===== config.mk =====
export PLATFORM = sky130hd
export DESIGN_NAME = wcu_ram
export DESIGN_NICKNAME = d
export VERILOG_FILES = /design/src/hdl/wcu_ram.sv
export SDC_FILE = /design/constraint.sdc
export NUM_CORES = 1
export LEC_CHECK = 0
export BUFFER_PORTS_ARGS = -buffer_cell sky130_fd_sc_hd__buf_2
export CORE_ASPECT_RATIO = 0.8
export CORE_MARGIN = 2
export CORE_UTILIZATION = 60
export DETAILED_ROUTE_END_ITERATION = 8
export PLACE_DENSITY = 0.78
export RECOVER_POWER = 50
export SLEW_MARGIN = 20
export SYNTH_ARGS = -nofsm -noshare
export SYNTH_HDL_FRONTEND = slang
export SYNTH_SLANG_ARGS = --single-unit

===== constraint.sdc =====
create_clock -name clk -period 6 [get_ports clk]
set_clock_uncertainty 0.2 [all_clocks]
set_input_delay 1.2 -clock clk [delete_from_list [all_inputs] [get_ports clk]]
set_output_delay 1.2 -clock clk [all_outputs]
set_load 0.005 [all_outputs]

===== src/hdl/wcu_ram.sv =====
// Generic single-write, single-read synchronous RAM with registered read data.
// No dependencies.
module wcu_ram #(
  parameter int WIDTH = 8,
  parameter int DEPTH = 16
) (
  input  logic                     clk,
  input  logic                     we,
  input  logic [$clog2(DEPTH)-1:0] waddr,
  input  logic [WIDTH-1:0]         wdata,
  input  logic [$clog2(DEPTH)-1:0] raddr,
  output logic [WIDTH-1:0]         rdata
);

  logic [WIDTH-1:0] mem [DEPTH];

  always_ff @(posedge clk) begin
    if (we) begin
      mem[waddr] <= wdata;
    end
    rdata <= mem[raddr];
  end

endmodule


; Word-level counts from Yosys, hierarchy flattened
; Memory sizes are Yosys's and may differ from the RTL's. A register that Yosys moved wholly into a read port is not among the register bits.
; Cells that the tools add are included.
[totals]
ramBits = 128
n_memories = 1
inputBits = 18
word_cells = 3
reg_bits = 0
[mem_list]
columns = memory, words, word_bits, read_ports, rd_ports_with_merged_regs, write_ports, line_no
row1 = mem, 16, 8, 1, 1, 1, 15  ; logic [WIDTH-1:0] mem [DEPTH];
[classes]
muxes = 2
[op_table]
columns = operator, n
row1 = $mux W1, 2

; Logic depth before layout (Yosys ltp)
; Gate-level depths: netlist of the first run.
[logic_depth]
depth_word = 2
ltp_mapped = 5

; Least setup slack after synthesis of the first run
; Ideal clock, no wire load.
[synth_path]
kind = input to register
start = input waddr[2]
end = memory mem[0][0], enable pin
cell_stages = 2
arrival_time_ns = 2.310
setup_time_ns = 0.383
setup_slack_ns = 3.107
cell_sequence = or3b_2 nor3_1
[synth_lines]
columns = item, line_no
row1 = "start, declared", 9  ; input logic [$clog2(DEPTH)-1:0] waddr,
row2 = "end, declared", 15
; Straight into the memory's write port.

; Worst setup path in the final report of the first run
[layout_path]
start = input we
end = memory mem[1][7], enable pin
[layout_between]
elab_chain_len = 2
[layout_rtl]
columns = item, line_no
row1 = "start, declared", 8  ; input logic we,
row2 = $mux W1, 18  ; if (we) begin
row3 = $mux W1 (not written as such), 19  ; mem[waddr] <= wdata;
; Every way passes these cells.

==> results.md, run 1 <==
- Buf/Inv on CP: 1
- Die area: 9340 um2
- Final Hold Vio Count: 0
- Worst-path maximum fanout: 8
- Average size of a mapped cell: 22.5 um2
- Grt total ovfl: 0
- Final WL: 9810 um
- Clock tree sinks: 136
- Htree depth: 4
- Lkg Pwr: 1.98 nW
- Unrepaired setup endpoints after global routing: false
- Crit path cell chain: clkbuf_1, or3b_2, nor2_1
- Synth warn: 0
- DR vias/cell: 6.18
- Most frequent cells in the layout: 128 x edfxtp_1, 18 x mux4_2, 16 x a22oi_1, 16 x clkbuf_16, 15 x buf_2
- Maximum vdd drop: 279 uV
- Register area share after synthesis: 77.8%
- Port bufs: 25
- Vias: 2,411
- Final worst setup slack: 3.39 ns
- Placement Setup Slack: 2.64 ns
- Crit path required time: 5.94 ns
- Critical Path Max Stage Delay: 0.69 ns
- Post-CTS resize count: 0
- Postcts setup bufs: 0
- Kind of critical path: input port to register
- TritonRoute pass-1 iters: 4
- Fillers: 524
- Longest Clk Path Bufs: 2
- Core area: 8410 um2
- Initial antenna violation count: 0
- Top cell family by delay on the critical path: simple AND/OR/NAND/NOR gates
- Final setup viols: 0
- Synth area leader: edfxtp_1
- Avg WL per Cell: 25.1 um
- Crit path time final: 2.61 ns
- Slew margin rel.: 26.7%
- CTS Root Cell: clkbuf_8
- Detailed Place HPWL: 5560 um
- Cts hold-fix bufs: 0
- RePlAce Congestion: 0.728
- Crit-path slowest cell: nor2_1
- Crit path capture type: register
- Design area: 5980 um2
- Global-route wire length before repair: 14,800 um
- Vias in the first global route: 2,399
- Syn Nets: 247
- CTS tree: yes
- Most common cell after layout, fill and taps aside: edfxtp_1
- Ranking of synthesized cells by area: edfxtp_1 75%, mux4_2 7.9%, mux4_1 7.1%
- Global-route usage over all layers: 24.0%
- Final Core Density: 71.1%
- Fmax: 384 MHz
- Diode count: 0
- Power Density: 379 nW/um2
- Count of state elements after synthesis: 136
- Clock Pin Slew Worst Setup and Hold Paths: 0.06 ns
- HP Class: register to register
- Share of cells above drive strength 1: 24.8%
- Worst skew pair latency: 0.52 ns
- Gate Count Post-Synth: 229
- Synth top area share: 74.7%
- DIE WIDTH: 108 um
- Count of cell types in the netlist: 19
- Number of DRC markers in iteration 0: 194
- Area growth syn-to-layout: 16.2%
- TritonCTS Buffers: 17
- Max cap viols: 0
- Tcrit/Tclk final: 43.4%
- Num ports: 26
- Nets: 283
- Initial core utilization: 61.2%
- Sum of negative setup slack: 0 ns
- Mapped cell area: 5150 um2
- DRC errors left: 0
- Fin. max-slew vios: 0
- Die height: 86.8 um
- Maximum number of pins on one net before global-route repair: 33
- Worst-Margin Slew: 1.10 ns
- Antenna viol nets, final: 0
- Arr. time, crit path: 2.55 ns
- Rows: 30
- Setup crit start kind: input port
- Area post-placement: 5350 um2
- Outcome: finished, final reports clean
- PnR Total Power: 0.00227 W
[logic make-up after synthesis]
| group | after synthesis | synth area share (%) |
|---|---|---|
| AOI/OAI and AO/OA | 16 | 2.33 |
| buffers and inverters | 10 | 1.68 |
| and+or+nand+nor | 35 | 3.18 |
| muxes | 32 | 15.0 |
| DFF | 136 | 77.8 |
[metrics by stage]
stage	hold WS [ns]	instances
5_1_grt	0.493	390
3_3_place_gp	0.449	358
2_1_floorplan	0.429	229
6_report	0.469	390
4_1_cts	0.469	390
3_5_place_dp	0.457	358
[flip-flops by register name, summed over array words and instances (netlist names)]
| signal | flops |
|---|---|
| mem | 128 |
| rdata | 8 |
[worst paths after layout]
check / startpoint / endpoint / slack (ns) / cells after the start
worst min-delay path: mem[6][0]$_DFFE_PP_ / rdata[0]$_DFF_P_ / 0.47 / 3
worst max-delay path: we / mem[1][7]$_DFFE_PP_ / 3.39 / 3
worst min register to register: mem[6][0]$_DFFE_PP_ / rdata[0]$_DFF_P_ / 0.47 / 3
worst max register to register: mem[12][6]$_DFFE_PP_ / rdata[6]$_DFF_P_ / 4.47 / 3
[layer usage]
metal  vias up  wire, um  GRT usage (%)
li1       1050         -              -
met1      1254      4130           34.8
met2       102      4910           36.0
met3         5       724           8.12
met4         0        41           6.29
met5         -         0              0
[layout make-up]
type / count / area, um2 / share of cell area (%)
sequential: 136 / 4000 / 67.0
tap: 112 / 140 / 2.34
multi-input combinational: 83 / 1070 / 17.8
timing repair buffer: 27 / 128 / 2.13
clock buffer: 18 / 418 / 6.99
clock inverter: 14 / 223 / 3.72
[worst register-to-register path, delay by kind of cell (launching register included)]
| kind | cells | cell delay [ns] |
|---|---|---|
| mux | 1 | 0.50 |
| flops | 1 | 0.39 |
| simple gates | 1 | 0.08 |
| compound gates | 1 | 0.24 |
[synth_stat cells]
| cell | n |
|---|---|
| edfxtp_1 | 128 |
| mux4_2 | 18 |
| a22oi_1 | 16 |
| mux4_1 | 14 |
| nor2_1 | 13 |
| nand2_1 | 9 |
| dfxtp_1 | 8 |
| nor3_1 | 4 |
| buf_2 | 3 |
| buf_6 | 3 |
| clkdlybuf4s25_2 | 3 |
| nand2b_1 | 2 |
| nand3b_1 | 2 |
| and2_1 | 1 |
| and2b_1 | 1 |
| buf_4 | 1 |
| nand3_1 | 1 |
| nor2b_1 | 1 |
| or3b_2 | 1 |
[where the power goes]
part           internal, W  leakage, nW  switching (W)
Clock             0.000721        0.306       0.000389
Combinational    0.0000370        0.455      0.0000527
Sequential         0.00106         1.22     0.00000748
Power figures use the tool's default switching activity.
==> run 2, diff against run 1 <==
- clock period: 6 -> 2.4 ns (I/O delays scaled with it)
==> results.md, run 2 (synthesis results as in run 1) <==
- Outcome: finished, final reports clean
- TritonCTS Buffers: 17 (unchanged)
- Final Core Density: 71.8% (+0.73 points)
- Grt total ovfl: 0 (unchanged)
- Maximum vdd drop: 680 uV (+140%)
- Avg WL per Cell: 22.9 um (-9.0%)
- Cts hold-fix bufs: 0 (unchanged)
- Arr. time, crit path: 1.03 ns (-1.52 ns)
- Most frequent cells in the layout: 128 x edfxtp_1, 18 x mux4_2
- Final WL: 9330 um (-4.8%)
- Nets: 301 (+6.4%)
- Power Density: 869 nW/um2 (+130%)
- Slew margin rel.: 51.8% (+25 points)
- DRC errors left: 0 (unchanged)
- Initial core utilization: 61.2% (unchanged)
- Kind of critical path: register to primary output
- Worst skew pair latency: 0.52 ns (about the same)
- Longest Clk Path Bufs: 2 (unchanged)
- Die area: 9340 um2 (unchanged)
- Buf/Inv on CP: 1 (unchanged)
- Rows: 30 (unchanged)
- RePlAce Congestion: 0.695 (-4.6%)
- Crit path required time: 1.72 ns (-4.22 ns)
- Vias: 2,414 (+0.12%)
- Cell Count, Final, Fillers Out: 408 (+4.6%)
- Port bufs: 25 (unchanged)
- Max cap viols: 0 (unchanged)
- Core area: 8410 um2 (unchanged)
- Crit path time final: 1.71 ns
- Unrepaired setup endpoints after global routing: false
- Area growth syn-to-layout: 17.4%
- Sum of negative setup slack: 0 ns (unchanged)
- Final Hold Vio Count: 0 (unchanged)
- CTS tree: yes
- Post-CTS resize count: 0 (unchanged)
- PnR Total Power: 0.00525 W (+130%)
- Final hold slack: 0.263 ns (-0.206 ns)
- Clock Pin Slew Worst Setup and Hold Paths: 0.06 ns (about the same)
- Postcts setup bufs: 0 (unchanged)
- Clock tree sinks: 136 (unchanged)
- Num ports: 26 (unchanged)
- Die height: 86.8 um (unchanged)
- Largest Register: mem
- Final setup viols: 0 (unchanged)
- DIE WIDTH: 108 um (unchanged)
- TritonRoute pass-1 iters: 4 (unchanged)
- Fmax: 586 MHz
- CTS Root Cell: clkbuf_8
- Crit path capture type: primary output
- Vias in the first global route: 2,421 (+0.92%)
- Antenna viol nets, final: 0 (unchanged)
- Biggest regs: mem x128, rdata x8
- Lkg Pwr: 2.05 nW (+3.4%)
- Tcrit/Tclk final: 71.1%
- Number of DRC markers in iteration 0: 219 (+13%)
- Share of cells above drive strength 1: 29.1% (+4.2 points)
- Worst-Margin Slew: 0.720 ns (-0.376 ns)
- Maximum number of pins on one net before global-route repair: 33 (unchanged)
- Initial antenna violation count: 0 (unchanged)
- Top cell family by delay on the critical path: flip-flops
- Crit path cell chain: buf_2
- HP Class: input port to register
- Worst-path maximum fanout: 1 (-7)
- Global-route wire length before repair: 14,100 um (-5.2%)
- DR vias/cell: 5.92 (-4.3%)
- Critical Path Max Stage Delay: 0.37 ns (-0.32 ns)
- Placed cells: 376 (+5.0%)
- Crit-path slowest cell: dfxtp_1
- Htree depth: 4 (unchanged)
- Global-route usage over all layers: 22.4% (-1.6 points)
- Diode count: 0 (unchanged)
- Fin. max-slew vios: 0 (unchanged)
- Setup crit start kind: register
- Most common cell after layout, fill and taps aside: edfxtp_1
- Max reg flops: 128 (unchanged)
- Detailed Place HPWL: 5800 um (+4.4%)
==> run 2: path summary, 6_finish.rpt <==
kind / startpoint / end / slack, ns / depth (start not counted)
worst max register to register: mem[10][1]$_DFFE_PP_ / rdata[1]$_DFF_P_ / 0.85 / 3
worst min-delay path: wdata[3] / mem[5][3]$_DFFE_PP_ / 0.26 / 1
worst min register to register: mem[3][5]$_DFFE_PP_ / rdata[5]$_DFF_P_ / 0.48 / 3
worst max-delay path: rdata[6]$_DFF_P_ / rdata[6] / 0.69 / 1
==> run 2: metrics by stage <==
step / instance area (um2) / setup WS, ns
floorplan: 5150 / 0.227
global route: 6040 / 0.654
detailed placement: 5510 / 0.302
CTS: 6060 / 0.662
global placement: 5510 / 0.328
finish: 6040 / 0.693
==> run 2: routing by layer <==
metal  vias to the layer above  share of wire (%)  global-route usage [%]
met4                         0               0.20                    7.34
met2                        95                 49                    33.5
met3                         2                8.6                    9.02
li1                       1083                  -                       -
met1                      1234                 42                    31.0
met5                         -                  0                       0
==> run 2: layout make-up <==
type	instances	area, um2
flip-flops and latches	136	4000
fillers	503	2370
multi-input cells	83	1060
clock buffers	17	414
repair buffers	45	298
well taps	112	140
clock inverters	15	128
==> run 2: report_power, final <==
part	internal (W)	switching [W]
Clock	0.00137	0.000967
Sequential	0.00266	0.0000179
Combinational	0.000107	0.000131
Total	0.00414	0.00112
