$ cat config.mk
export PLATFORM = sky130hd
export DESIGN_NAME = wcu_div
export DESIGN_NICKNAME = d
export VERILOG_FILES = /design/src/hdl/wcu_pkg.sv /design/src/hdl/wcu_div.sv
export SDC_FILE = /design/constraint.sdc
export NUM_CORES = 1
export LEC_CHECK = 0
export ABC_AREA = 1
export CAP_MARGIN = 5
export CORE_MARGIN = 3
export CORE_UTILIZATION = 40
export CTS_BUF_LIST = sky130_fd_sc_hd__clkbuf_8
export DETAILED_ROUTE_END_ITERATION = 16
export DONT_BUFFER_PORTS = 1
export GPL_TIMING_DRIVEN = 0
export MAX_ROUTING_LAYER = met4
export PLACE_DENSITY = 0.6
export SLEW_MARGIN = 40
export SYNTH_ARGS = -nofsm -noshare
export SYNTH_HDL_FRONTEND = slang
export SYNTH_SLANG_ARGS = --single-unit
export TNS_END_PERCENT = 100
$ cat constraint.sdc
create_clock -name clk -period 11 [get_ports clk]
set_clock_uncertainty 0.05 [all_clocks]
set_input_delay 1.1 -clock clk [delete_from_list [all_inputs] [get_ports clk]]
set_output_delay 1.1 -clock clk [all_outputs]
set_load 0.05 [all_outputs]
$ cat src/hdl/wcu_pkg.sv
// Package for the windowed CPU utilization block: sizes, widths and constants.
// No dependencies; the top level and the divider import it.
package wcu_pkg;

  localparam int HISTORY_DEPTH      = 1024;
  localparam int CPU_SLOTS          = 16;
  localparam int STATE_COUNT        = 8;
  localparam int SAMPLES_PER_MINUTE = 60;

  localparam int POS_W  = $clog2(HISTORY_DEPTH);
  localparam int FILL_W = $clog2(HISTORY_DEPTH + 1);
  localparam int SLOT_W = $clog2(CPU_SLOTS);
  localparam int SIDX_W = (STATE_COUNT > 1) ? $clog2(STATE_COUNT) : 1;
  localparam int CNT_W  = 64;
  localparam int ROW_W  = STATE_COUNT * CNT_W;
  localparam int ADDR_W = SLOT_W + POS_W;
  localparam int RAM_DEPTH = CPU_SLOTS * HISTORY_DEPTH;

  localparam int SPAN_1M  = SAMPLES_PER_MINUTE;
  localparam int SPAN_5M  = 5 * SAMPLES_PER_MINUTE;
  localparam int SPAN_15M = 15 * SAMPLES_PER_MINUTE;

  // Percent in Q16: 100 * 65536
  localparam int PCT_W  = 23;
  localparam logic [PCT_W-1:0] PCT_FULL = 23'd6553600;
  localparam int PROD_W = 32 + PCT_W;
  localparam int NUM_W  = CNT_W + PCT_W;

  // Opcodes and window codes
  localparam logic [1:0] OP_REC_GOOD = 2'd0;
  localparam logic [1:0] OP_REC_FAIL = 2'd1;
  localparam logic [1:0] OP_QUERY    = 2'd2;
  localparam logic [1:0] WIN_1M      = 2'd0;
  localparam logic [1:0] WIN_5M      = 2'd1;
  localparam logic [1:0] WIN_15M     = 2'd2;
  localparam logic [1:0] WIN_BAD     = 2'd3;

  typedef logic [STATE_COUNT-1:0][CNT_W-1:0] row_t;

endpackage

$ cat src/hdl/wcu_div.sv
// Restoring divider, one quotient bit per cycle, for the percent scaling.
// Depends on wcu_pkg; the quotient is known to fit in PCT_W bits.
module wcu_div (
  input  logic                      clk,
  input  logic                      rst_n,
  input  logic                      start,
  input  logic [wcu_pkg::NUM_W-1:0] num,
  input  logic [wcu_pkg::CNT_W-1:0] den,
  output logic                      done,
  output logic [wcu_pkg::PCT_W-1:0] q
);
  import wcu_pkg::*;

  localparam int STEP_W = $clog2(NUM_W + 1);

  logic              busy_r;
  logic              done_r;
  logic [STEP_W-1:0] cnt_r;
  logic [NUM_W-1:0]  num_r;
  logic [CNT_W-1:0]  den_r;
  logic [CNT_W-1:0]  rem_r;
  logic [PCT_W-1:0]  q_r;
  logic [CNT_W:0]    shifted;
  logic              fits;

  // one bit of the dividend into the partial remainder
  assign shifted = {rem_r, num_r[NUM_W-1]};
  assign fits    = shifted >= {1'b0, den_r};

  always_ff @(posedge clk) begin
    if (!rst_n) begin
      busy_r <= 1'b0;
      done_r <= 1'b0;
    end else begin
      done_r <= 1'b0;
      if (start) begin
        busy_r <= 1'b1;
        cnt_r  <= STEP_W'(NUM_W - 1);
        num_r  <= num;
        den_r  <= den;
        rem_r  <= '0;
        q_r    <= '0;
      end else if (busy_r) begin
        num_r <= num_r << 1;
        rem_r <= fits ? CNT_W'(shifted - {1'b0, den_r}) : shifted[CNT_W-1:0];
        q_r   <= {q_r[PCT_W-2:0], fits};
        if (cnt_r == '0) begin
          busy_r <= 1'b0;
          done_r <= 1'b1;
        end else begin
          cnt_r <= cnt_r - 1'b1;
        end
      end
    end
  end

  assign done = done_r;
  assign q    = q_r;

endmodule
== Word-level counts from Yosys, hierarchy flattened ==
Index checks and enable logic that the tools add are counted.
Word-level totals
  memory bits (read-only): 0
  output and inout bits: 24
  memories: 0
  bits in writable memories: 0
  word-level logic and storage cells: 30
  register bits after elaboration: 247
  bits in latches: 0
Cells by class
  multiplexer cells: 11
  $lt $le $gt $ge: 1
  divide/modulo/power cells: 0
  reduce and logical (&&, ||, !) cells: 6
  add/subtract/negate cells: 2
  multipliers: 0
  bitwise operators: 2
  eq/ne operators: 1
  shift-type cells: 0
Operators with widths (number)
  two-way mux 87 bit: 2
  two-way mux 64 bit: 2
  greater-or-equal comparator 65 x 64 -> 1 bit: 1
  subtractor 64 bit: 1
  two-way mux 23 bit: 1
  two-way mux 7 bit: 2
  zero test 7 bit: 1
  subtractor 7 x 1 -> 7 bit (second input constant): 1
  two-way mux 1 bit: 4
  AND reduction 2 bit: 2
  AND reduction 3 bit: 1
  OR reduction 3 bit: 1
  inequality test 2 bit (second input constant): 1
  inverter 1 bit: 2
  nonzero test 2 bit: 1

== Depth between registers and ports, before layout ==
Gate-level depths: netlist of run 1.
  depth after elaboration: 4
  gate-level depth with buffers: 19

== Least setup slack after synthesis of run 1 ==
OpenSTA, ideal clock, no wires.
  path kind: in2reg
  from: in start
  to: reg cnt_r[0], enable pin
  library setup time: 0.326 ns
  data arrival time: 5.685 ns
  required time: 10.624 ns
  cell stages on the path: 4
  slack: 4.939 ns
  cell sequence: clkbuf_1 nand2_1 nand2_1 o21a_1
On the way
  cells in the longest elaborated chain, start to end: 2
  elaborated cells between the ends (all ways): 3
Ends and longest elaborated chain
  from (decl): RTL line wcu_div.sv:6  | input logic start,
  inequality test 2 bit (no source line) or nonzero test 2 bit (tied branches)
  AND reduction 3 bit (no source line) (*)
  to (signal assigned): RTL line wcu_div.sv:38  | cnt_r <= STEP_W'(NUM_W - 1);
  to (signal assigned): RTL line wcu_div.sv:51  | cnt_r <= cnt_r - 1'b1;
  to (decl): RTL line wcu_div.sv:18  | logic [STEP_W-1:0] cnt_r;
Every way passes the cells marked *; elsewhere a longest branch is shown, timed or not.
A chain may end at the register's enable or synchronous reset.

== Final worst setup path of run 1 ==
  from: reg rem_r[44]
  to: reg rem_r[37], data pin
On the way
  cells in the longest elaborated chain, start to end: 3
Ends and longest elaborated chain
  from (decl): RTL line wcu_div.sv:21  | logic [CNT_W-1:0] rem_r;
  from (signal assigned): RTL line wcu_div.sv:45  | rem_r <= fits ? CNT_W'(shifted - {1'b0, den_r}) : shifted[CNT_W-1:0];
  greater-or-equal comparator 65 x 64 -> 1 bit: RTL line wcu_div.sv:28  | assign fits = shifted >= {1'b0, den_r};
  two-way mux 64 bit: RTL line wcu_div.sv:45
  two-way mux 64 bit: RTL line wcu_div.sv:43  | end else if (busy_r) begin
No other way between the ends. The select of a mux whose other input is x is not followed.

==> metrics.md, run 1 <==
| Metric | Value |
|---|---|
| Outcome | completed |
| Sequential share of power | 39.5% |
| Starting Density | 41.0% |
| Psw | 1160 uW |
| Combinational share of power | 32.4% |
| Startpoint types | flop |
| Max-slew violations | 0 |
| Critical Path Fanout Max | 10 |
| WP buf/inv | 2 |
| Main flop type after synthesis | edfxtp_1 |
| Port bufs | 0 |
| Area Overhead vs Synth | 10.2% |
| Pwr Total | 3120 uW |
| Hold_sp | num_r[82]$_DFFE_PP_ |
| First-pass GRT wire length | 75300 um |
| Clock slew at reported path FFs | 60 ps |
| Total die area | 43700 um2 |
| Avg WL per Cell | 16.4 um |
| Number of flops mapped to enable cells by yosys | 245 |
| Core footprint | 40200 um2 |
| # DRC | 0 |
| Setup TNS | 0 ps |
| Clk root buf | clkbuf_8 |
| Worst Hold End | num_r[83]$_DFFE_PP_ |
| Maxcap violations | 0 |
| Htree depth | 2 |
| Sink Count | 247 |
| Req. time, crit path | 11300 ps |
| CP top delay family | simple AND/OR/NAND/NOR gates |
| Final Hold Vio Count | 0 |
| Initial detailed-routing violation count | 869 |
| Actual slew at the worst max-slew pin | 822 ps |
| Worst R2R Setup Slack | 7900 ps |
| Die height | 209 um |
| Peak VDD IR | 0.125 mV |
| Clock Power Share | 28.1% |
| Final #Nets | 2587 |
| CTS max path bufs | 3 |
| R2r worst-path depth | 15 |
| Seq cells post-synth | 247 |
| CTS tree | yes |
| Drt pass-1 iters | 5 |
| Tcrit/Tclk final | 28.2% |
| Crit-path cells | ha_1 > nand2_1 > nor2_1 > nand2_1 > inv_1 > nand2_1 > nand2_1 > nand2_1 > nand2_2 > nor2_4 > nand2_8 > buf_4 > nand2_1 > nand2_1 > nor2_1 |
| Slowest stage cell on the critical path | ha_1 |
| Global Route Usage Sum | 22.7% |
| # fillers | 4219 |
| Final Wtd Congestion | 1.05 |
| Share of cells above drive strength 1 | 4.84% |
| Antenna-violating nets left | 0 |
| Most frequent cells in the layout | 1023 x nand2_1, 467 x inv_1, 245 x edfxtp_1 |
| Cts hold-fix bufs | 0 |
| Max_slew headroom | 45.2% |
| Cells after synthesis | 2314 |
| Chip Width | 209 um |
| Pre-CTS WS | 7620 ps |
| Ys async rst share | 0% |
| Vias in the first global route | 13.7k |
| Yosys cell types | 35 |
| Slack of the critical path | 7900 ps |
| Crit-path max cell delay | 530 ps |
| Gr ovfl total | 0 |
| Sw Share | 37.2% |
| Hpwl dp | 38600 um |
| R2r endpoint | rem_r[37]$_SDFFCE_PP0P_ |
| Worst EP arrival | 3400 ps |
| DRT Wirelength | 48200 um |
| RSZ-0062 raised after global routing | false |
| Initial antenna violation count | 10 |
| HP Class | reg -> reg |
| Seq/Total Area, Yosys | 44.9% |
| CTS buffer count | 44 |
| Mean Syn Cell Area | 7.12 um2 |
| Routed vias/inst | 4.74 |
| Vias | 13.9k |
| Postcts setup bufs | 0 |
| Commonest non-fill, non-tap cell in the layout | nand2_1 |
| Critical path class | reg -> reg |
| Min Clock Period, post-route | 3100 ps |
| I/O pin cnt | 178 |
| Hold Crit Depth | 2 |
| # rows | 73 |
| Largest net degree at the start of global routing | 43 |
| Endpoints failing setup | 0 |
| Static leakage | 0.00963 uW |
| Post-CTS Resized | 0 |
| Maximum clock rate | 322 MHz |
| Top cell by count, worst path | nand2_1 |
| Int Pwr | 1960 uW |
| Worst hold margin | 444 ps |
| Final design utilization | 45.2% |
| Critical path endpoint category | flop |
| Synthesis Warnings | 0 |
| PwrDens | 172 nW/um2 |
| Syn Std Cell Area | 16500 um2 |
| Clock latency on the worst-skew pair | 640 ps |
| Syn nets | 2535 |
| Worst r2r src | rem_r[44]$_SDFFCE_PP0P_ |
-- logic make-up (layout without fill, tap and decap cells) --
kind of cell	after synthesis	in the layout	share of synthesized area, %
AO/OA/AOI/OAI	53	53	1.66
XOR/XNOR	32	32	1.70
adder cells (fa/ha/maj)	67	67	5.13
buffers and inverters	504	587	11.9
flip-flops	247	247	44.9
other	0	11	0
AND/OR/NAND/NOR	1411	1411	34.7
-- cells in the mapped netlist, drive strengths merged, types with 22 or more instances --
library cell / n / share of area [%]
a21oi: 41 / 1.2
buf: 22 / 0.92
clkbuf: 22 / 0.50
edfxtp: 245 / 45
ha: 66 / 5.0
inv: 460 / 10
nand2: 1030 / 24
nand3: 63 / 1.9
nand3b: 43 / 2.0
nor2: 239 / 5.8
xor2: 31 / 1.6
-- worst min-delay path: cells and delay by family (launching register included) --
kind / cells / cell delay, ps
flip-flops: 1 / 320
AND/OR/NAND/NOR: 2 / 100
-- state kept, by name (all words and copies together), names as in the netlist --
register,cells
q,23
num_r,87
done,1
den_r,64
cnt_r,7
busy_r,1
rem_r,64
-- how the worst max path moves through the flow --
stage               slack, ps                 endpoint  cells past startpoint               startpoint
floorplan                4940   cnt_r[0]$_SDFFCE_PP0P_                      4                    start
finish                   7900  rem_r[37]$_SDFFCE_PP0P_                     15  rem_r[44]$_SDFFCE_PP0P_
global placement         2840   cnt_r[2]$_SDFFCE_PP1P_                      4                    start
CTS                      7910  rem_r[37]$_SDFFCE_PP0P_                     15  rem_r[44]$_SDFFCE_PP0P_
global route             7680  rem_r[37]$_SDFFCE_PP0P_                     15  rem_r[52]$_SDFFCE_PP0P_
detailed placement       7620      num_r[28]$_DFFE_PP_                      6                    start
-- stage by stage --
step | instance area [um2] | instances
2_1_floorplan | 16500 | 2314
4_1_cts | 18100 | 2922
5_1_grt | 18200 | 2932
3_3_place_gp | 17100 | 2839
3_5_place_dp | 17300 | 2845
6_report | 18200 | 2933
-- layer usage --
metal / part of all wire [%] / GRT usage, % / routed length (um) / vias to the layer above
li1: - / - / - / 7145
met1: 46 / 30.0 / 22300 / 6283
met2: 44 / 34.9 / 21200 / 393
met3: 7.1 / 5.22 / 3430 / 73
met4: 2.7 / 6.72 / 1300 / 0
met5: 0 / - / 0 / -
-- layout make-up --
class	count	area (um2)	share of cell area [%]
Sequential cell	247	7400	40.7
Multi-Input combinational cell	1563	7120	39.2
Inverter	460	1730	9.54
Tap cell	525	657	3.62
Clock buffer	44	606	3.34
Clock inverter	33	259	1.43
Buffer	44	234	1.29
Timing Repair Buffer	6	120	0.662
Antenna cell	11	27.5	0.152
-- power by group through the flow --
stage               registers [uW]  clock network, uW  logic (uW)
global route                  1240                946        1140
floorplan                     1250                  0         716
detailed placement            1250                  0        1000
global placement              1260                  0         984
finish                        1230                875        1010
CTS                           1230                906        1010
No activity file was read; power rests on OpenSTA's default activity.
==> inputs of run 2 (changes only) <==
--- a/config.mk
+++ b/config.mk
@@ -5,7 +5,7 @@
 export SDC_FILE = /design/constraint.sdc
 export NUM_CORES = 1
 export LEC_CHECK = 0
-export ABC_AREA = 1
+export ABC_AREA = 0
 export CAP_MARGIN = 5
 export CORE_MARGIN = 3
 export CORE_UTILIZATION = 40
@@ -14,7 +14,7 @@
 export DONT_BUFFER_PORTS = 1
 export GPL_TIMING_DRIVEN = 0
 export MAX_ROUTING_LAYER = met4
-export PLACE_DENSITY = 0.6
+export PLACE_DENSITY = 0.62
 export SLEW_MARGIN = 40
 export SYNTH_ARGS = -nofsm -noshare
 export SYNTH_HDL_FRONTEND = slang
==> constraint.sdc (replaced) <==
create_clock -name clk -period 2.7 [get_ports clk]
set_clock_uncertainty 0.05 [all_clocks]
set_input_delay 0.27 -clock clk [delete_from_list [all_inputs] [get_ports clk]]
set_output_delay 0.27 -clock clk [all_outputs]
set_load 0.05 [all_outputs]
==> run 2 against run 1 <==
The flow now finishes with violations (setup timing). Count of clock-buffer cells in the layout unchanged. Non-clock buffer count up 207. Via count down 22%. Hold slack worse by 360 ps. Sequential share of layout area down 0.79 points. Largest power group unchanged. Critical endpoint is now rem_r[49]$_SDFFCE_PP0P_. Sequential cell count unchanged. Worst setup slack worse by 8700 ps. Final cell count down 33%. First-iteration DRC count down 17%. Combinational power rose to 3.1 times the previous value. Highest routed layer unchanged. Area after synthesis down 15%.
==> metrics.md, run 2 <==
| Metric | Value |
|---|---|
| Sink Count | 247 (unchanged) |
| Min Clock Period, post-route | 3480 ps (+380 ps) |
| I/O pin cnt | 178 (unchanged) |
| Initial detailed-routing violation count | 718 (-17%) |
| Peak VDD IR | 0.477 mV (+280%) |
| Initial antenna violation count | 4 (-6) |
| Core footprint | 34600 um2 (-14%) |
| GR Util met2 | 31.9% (-3.0 points) |
| Global Route Usage Sum | 20.4% (-2.2 points) |
| Top reg by flops | num_r |
| Main flop type after synthesis | edfxtp_1 |
| Avg WL per Cell | 19.7 um (+20%) |
| Startpoint types | flop |
| Synth top cells by count | 245 x edfxtp_1, 124 x a21oi_1, 86 x mux2_2, 85 x o21ai_0, 78 x inv_1 |
| CTS buffer count | 44 (unchanged) |
| Worst EP arrival | 3770 ps (+370 ps) |
| R2r endpoint | rem_r[49]$_SDFFCE_PP0P_ |
| Antenna-violating nets left | 0 (unchanged) |
| Mux share of post-synthesis cell area | 6.88% (+6.9 points) |
| Syn Std Cell Area | 14100 um2 (-15%) |
| Req. time, crit path | 2990 ps (-8310 ps) |
| Int Pwr | 7530 uW (+280%) |
| Critical path class | reg -> reg |
| CP endpoint | rem_r[49]$_SDFFCE_PP0P_ |
| Psw | 3690 uW (+220%) |
| Synth Area in Adders | 6.01% (+0.88 points) |
| Max-slew violations | 0 (unchanged) |
| Critical Path Fanout Max | 6 (-4) |
| Clock Power Share | 28.7% (+0.6 points) |
| Syn nets | 1467 (-42%) |
| Critical path endpoint category | flop |
| DRT Wirelength | 38800 um (-19%) |
| Starting Density | 40.6% (-0.36 points) |
| Maximum clock rate | 287 MHz (-11%) |
| Maxcap violations | 0 (unchanged) |
| Seq/Total Area, Yosys | 52.6% (+7.7 points) |
| Sequential share of power | 43.1% (+3.6 points) |
| R2r worst-path depth | 13 (-2) |
| Static leakage | 0.00682 uW (-29%) |
| Chip Width | 194 um (-7.4%) |
| Seq cells post-synth | 247 (unchanged) |
| Routed vias/inst | 5.52 (+16%) |
| CTS tree | yes |
| First-pass GRT wire length | 60300 um (-20%) |
| Synth Area in XOR/XNOR | 3.61% (+1.9 points) |
| Gr ovfl total | 0 (unchanged) |
| Synth area leaders | edfxtp_1 52%, mux2_2 6.9%, ha_1 5.9% |
| Sw Share | 32.9% (-4.3 points) |
| Most frequent cells in the layout | 245 x edfxtp_1, 152 x dlygate4sd3_1, 91 x inv_1 |
| Hpwl dp | 25500 um (-34%) |
| Compound-Gate Fraction of Synth Area | 15.6% (+14 points) |
| Outcome | finished with violations |
| Combinational share of power | 28.2% (-4.2 points) |
| Critical Path Start | rem_r[0]$_SDFFCE_PP0P_ |
| Synthesis Warnings | 0 (unchanged) |
| Fin cells | 1971 (-33%) |
| Final #Nets | 1702 (-34%) |
| Clock slew at reported path FFs | 60 ps (about the same) |
| Synth area leader | edfxtp_1 |
| Max reg flops | 87 (unchanged) |
| Slack of the critical path | -782 ps (-8680 ps) |
| Top Usage Layer GRT | met2 |
| Vias in the first global route | 11.1k (-19%) |
| Area Overhead vs Synth | 31.6% |
| Largest registers | num_r x87, den_r x64, rem_r x64 |
| # rows | 68 (-6.8%) |
| Actual slew at the worst max-slew pin | 912 ps (+89.7 ps) |
| Most frequent cell after synthesis | edfxtp_1 |
| Port bufs | 0 (unchanged) |
| Max_slew headroom | 39.2% (-6.0 points) |
| Final Wtd Congestion | 0.939 (-11%) |
| Final Hold Vio Count | 0 (unchanged) |
| Number of flops mapped to enable cells by yosys | 245 (unchanged) |
| Largest net degree at the start of global routing | 43 (unchanged) |
| Clock latency on the worst-skew pair | 630 ps (about the same) |
| Clk root buf | clkbuf_8 |
| CTS max path bufs | 3 (unchanged) |
| # DRC | 0 (unchanged) |
| Total die area | 37500 um2 (-14%) |
| Die height | 194 um (-7.4%) |
| Drt pass-1 iters | 5 (unchanged) |
| Htree depth | 2 (unchanged) |
| Placed Cells | 1708 (-40%) |
| Worst R2R Setup Slack | -780 ps (-8680 ps) |
| Worst r2r src | rem_r[0]$_SDFFCE_PP0P_ |
| Share of cells above drive strength 1 | 25.6% (+21 points) |
| Largest family of logic cells by synthesized area | compound AO/OA/AOI/OAI gates |
| Ys async rst share | 0% (unchanged) |
| Failing checks | setup timing |
| PwrDens | 606 nW/um2 (+250%) |
| GR Util met3 | 3.76% (-1.5 points) |
| Vias | 10.9k (-22%) |
| Yosys cell types | 71 (+100%) |
| Global-route met1 utilization | 27.2% (-2.8 points) |
| HP Class | in -> reg |
| Cells after synthesis | 1246 (-46%) |
| Worst hold margin | 85.8 ps (-358 ps) |
| Yosys top cell area share | 52.3% (+7.6 points) |
| Setup TNS | -47260 ps (-47260 ps) |
| RSZ-0062 raised after global routing | true |
| Simple-Gate Fraction of Synth Area | 10.7% (-24 points) |
| Mean Syn Cell Area | 11.3 um2 (+59%) |
| Tcrit/Tclk final | 129% (+100 points) |
| Commonest non-fill, non-tap cell in the layout | edfxtp_1 |
| Endpoints failing setup | 65 (+65) |
[run 2: layout make-up]
cell class / count / area (um2)
diodes: 4 / 10.0
plain buffers: 64 / 427
clock buffers: 44 / 606
clock inverters: 33 / 163
fillers: 2956 / 16100
inverters: 78 / 293
multi-input cells: 853 / 6970
flip-flops and latches: 247 / 7400
well taps: 455 / 569
repair buffers: 193 / 2080
[run 2: repair_timing]
action                                  in CTS  in global routing
cloned                                       2                  7
pin swaps                                   31                 60
resized for setup                           88                128
endpoints found under the setup margin      65                 65
setup buffers                               16                 11
hold buffers                               152                  0
endpoints found under the hold margin      174                  0
[run 2: worst min path at each step]
| stage | from | to | slack (ps) | cells past startpoint |
|---|---|---|---|---|
| after floorplan | den[0] | den_r[0]$_DFFE_PP_ | 320 | 0 |
| after global placement | den[38] | den_r[38]$_DFFE_PP_ | 320 | 0 |
| after detailed placement | den[30] | den_r[30]$_DFFE_PP_ | 320 | 0 |
| after CTS | rst_n | den_r[57]$_DFFE_PP_ | 40 | 1 |
| after global routing | rst_n | den_r[58]$_DFFE_PP_ | 80 | 1 |
| final | rst_n | den_r[56]$_DFFE_PP_ | 90 | 1 |
[run 2: critical path: stages, from the launching register on]
cell and delay [ps]:
edfxtp_1 400, ha_1 310, or2b_1 280, a21oi_4 200, o21ai_4 90, o21a_4 220, a2111oi_4 460, o31ai_4 140
a211oi_4 340, o211ai_4 160, clkbuf_16 230, clkbuf_16 170, nand3_2 70, a21oi_2 70
[run 2: logic make-up (layout without fill, tap and decap cells)]
group                      count (synthesis)  count (layout)
AOI/OAI and AO/OA                        346             346
xor gates and xnor gates                  58              58
adders and majority gates                 67              67
buffers and inverters                    147             412
DFF                                      247             247
muxes                                     86              86
other                                      0               4
and+or+nand+nor                          295             296
[run 2: layer usage]
| layer | up-vias | routed length [um] |
|---|---|---|
| met5 | - | 0 |
| li1 | 5158 | - |
| met4 | 0 | 919 |
| met2 | 351 | 18400 |
| met3 | 69 | 2370 |
| met1 | 5295 | 17200 |
[run 2: stage by stage]
stage               setup WS [ps]  cell area (um2)  total power [uW]  util [%]
floorplan                    -382            14200              6740         -
global placement            -1350            14700              7290      42.6
detailed placement          -1290            14900              7340      43.0
CTS                          -831            17800             11000      51.3
global route                 -869            18500             11800      53.5
finish                       -782            18500             11200      53.5
[run 2: power by group through the flow]
stage / clock network (uW) / registers [uW] / logic, uW
detailed placement: 0 / 4890 / 2450
CTS: 3340 / 4820 / 2820
floorplan: 0 / 4850 / 1890
finish: 3220 / 4830 / 3160
global route: 3480 / 4860 / 3450
global placement: 0 / 4890 / 2390
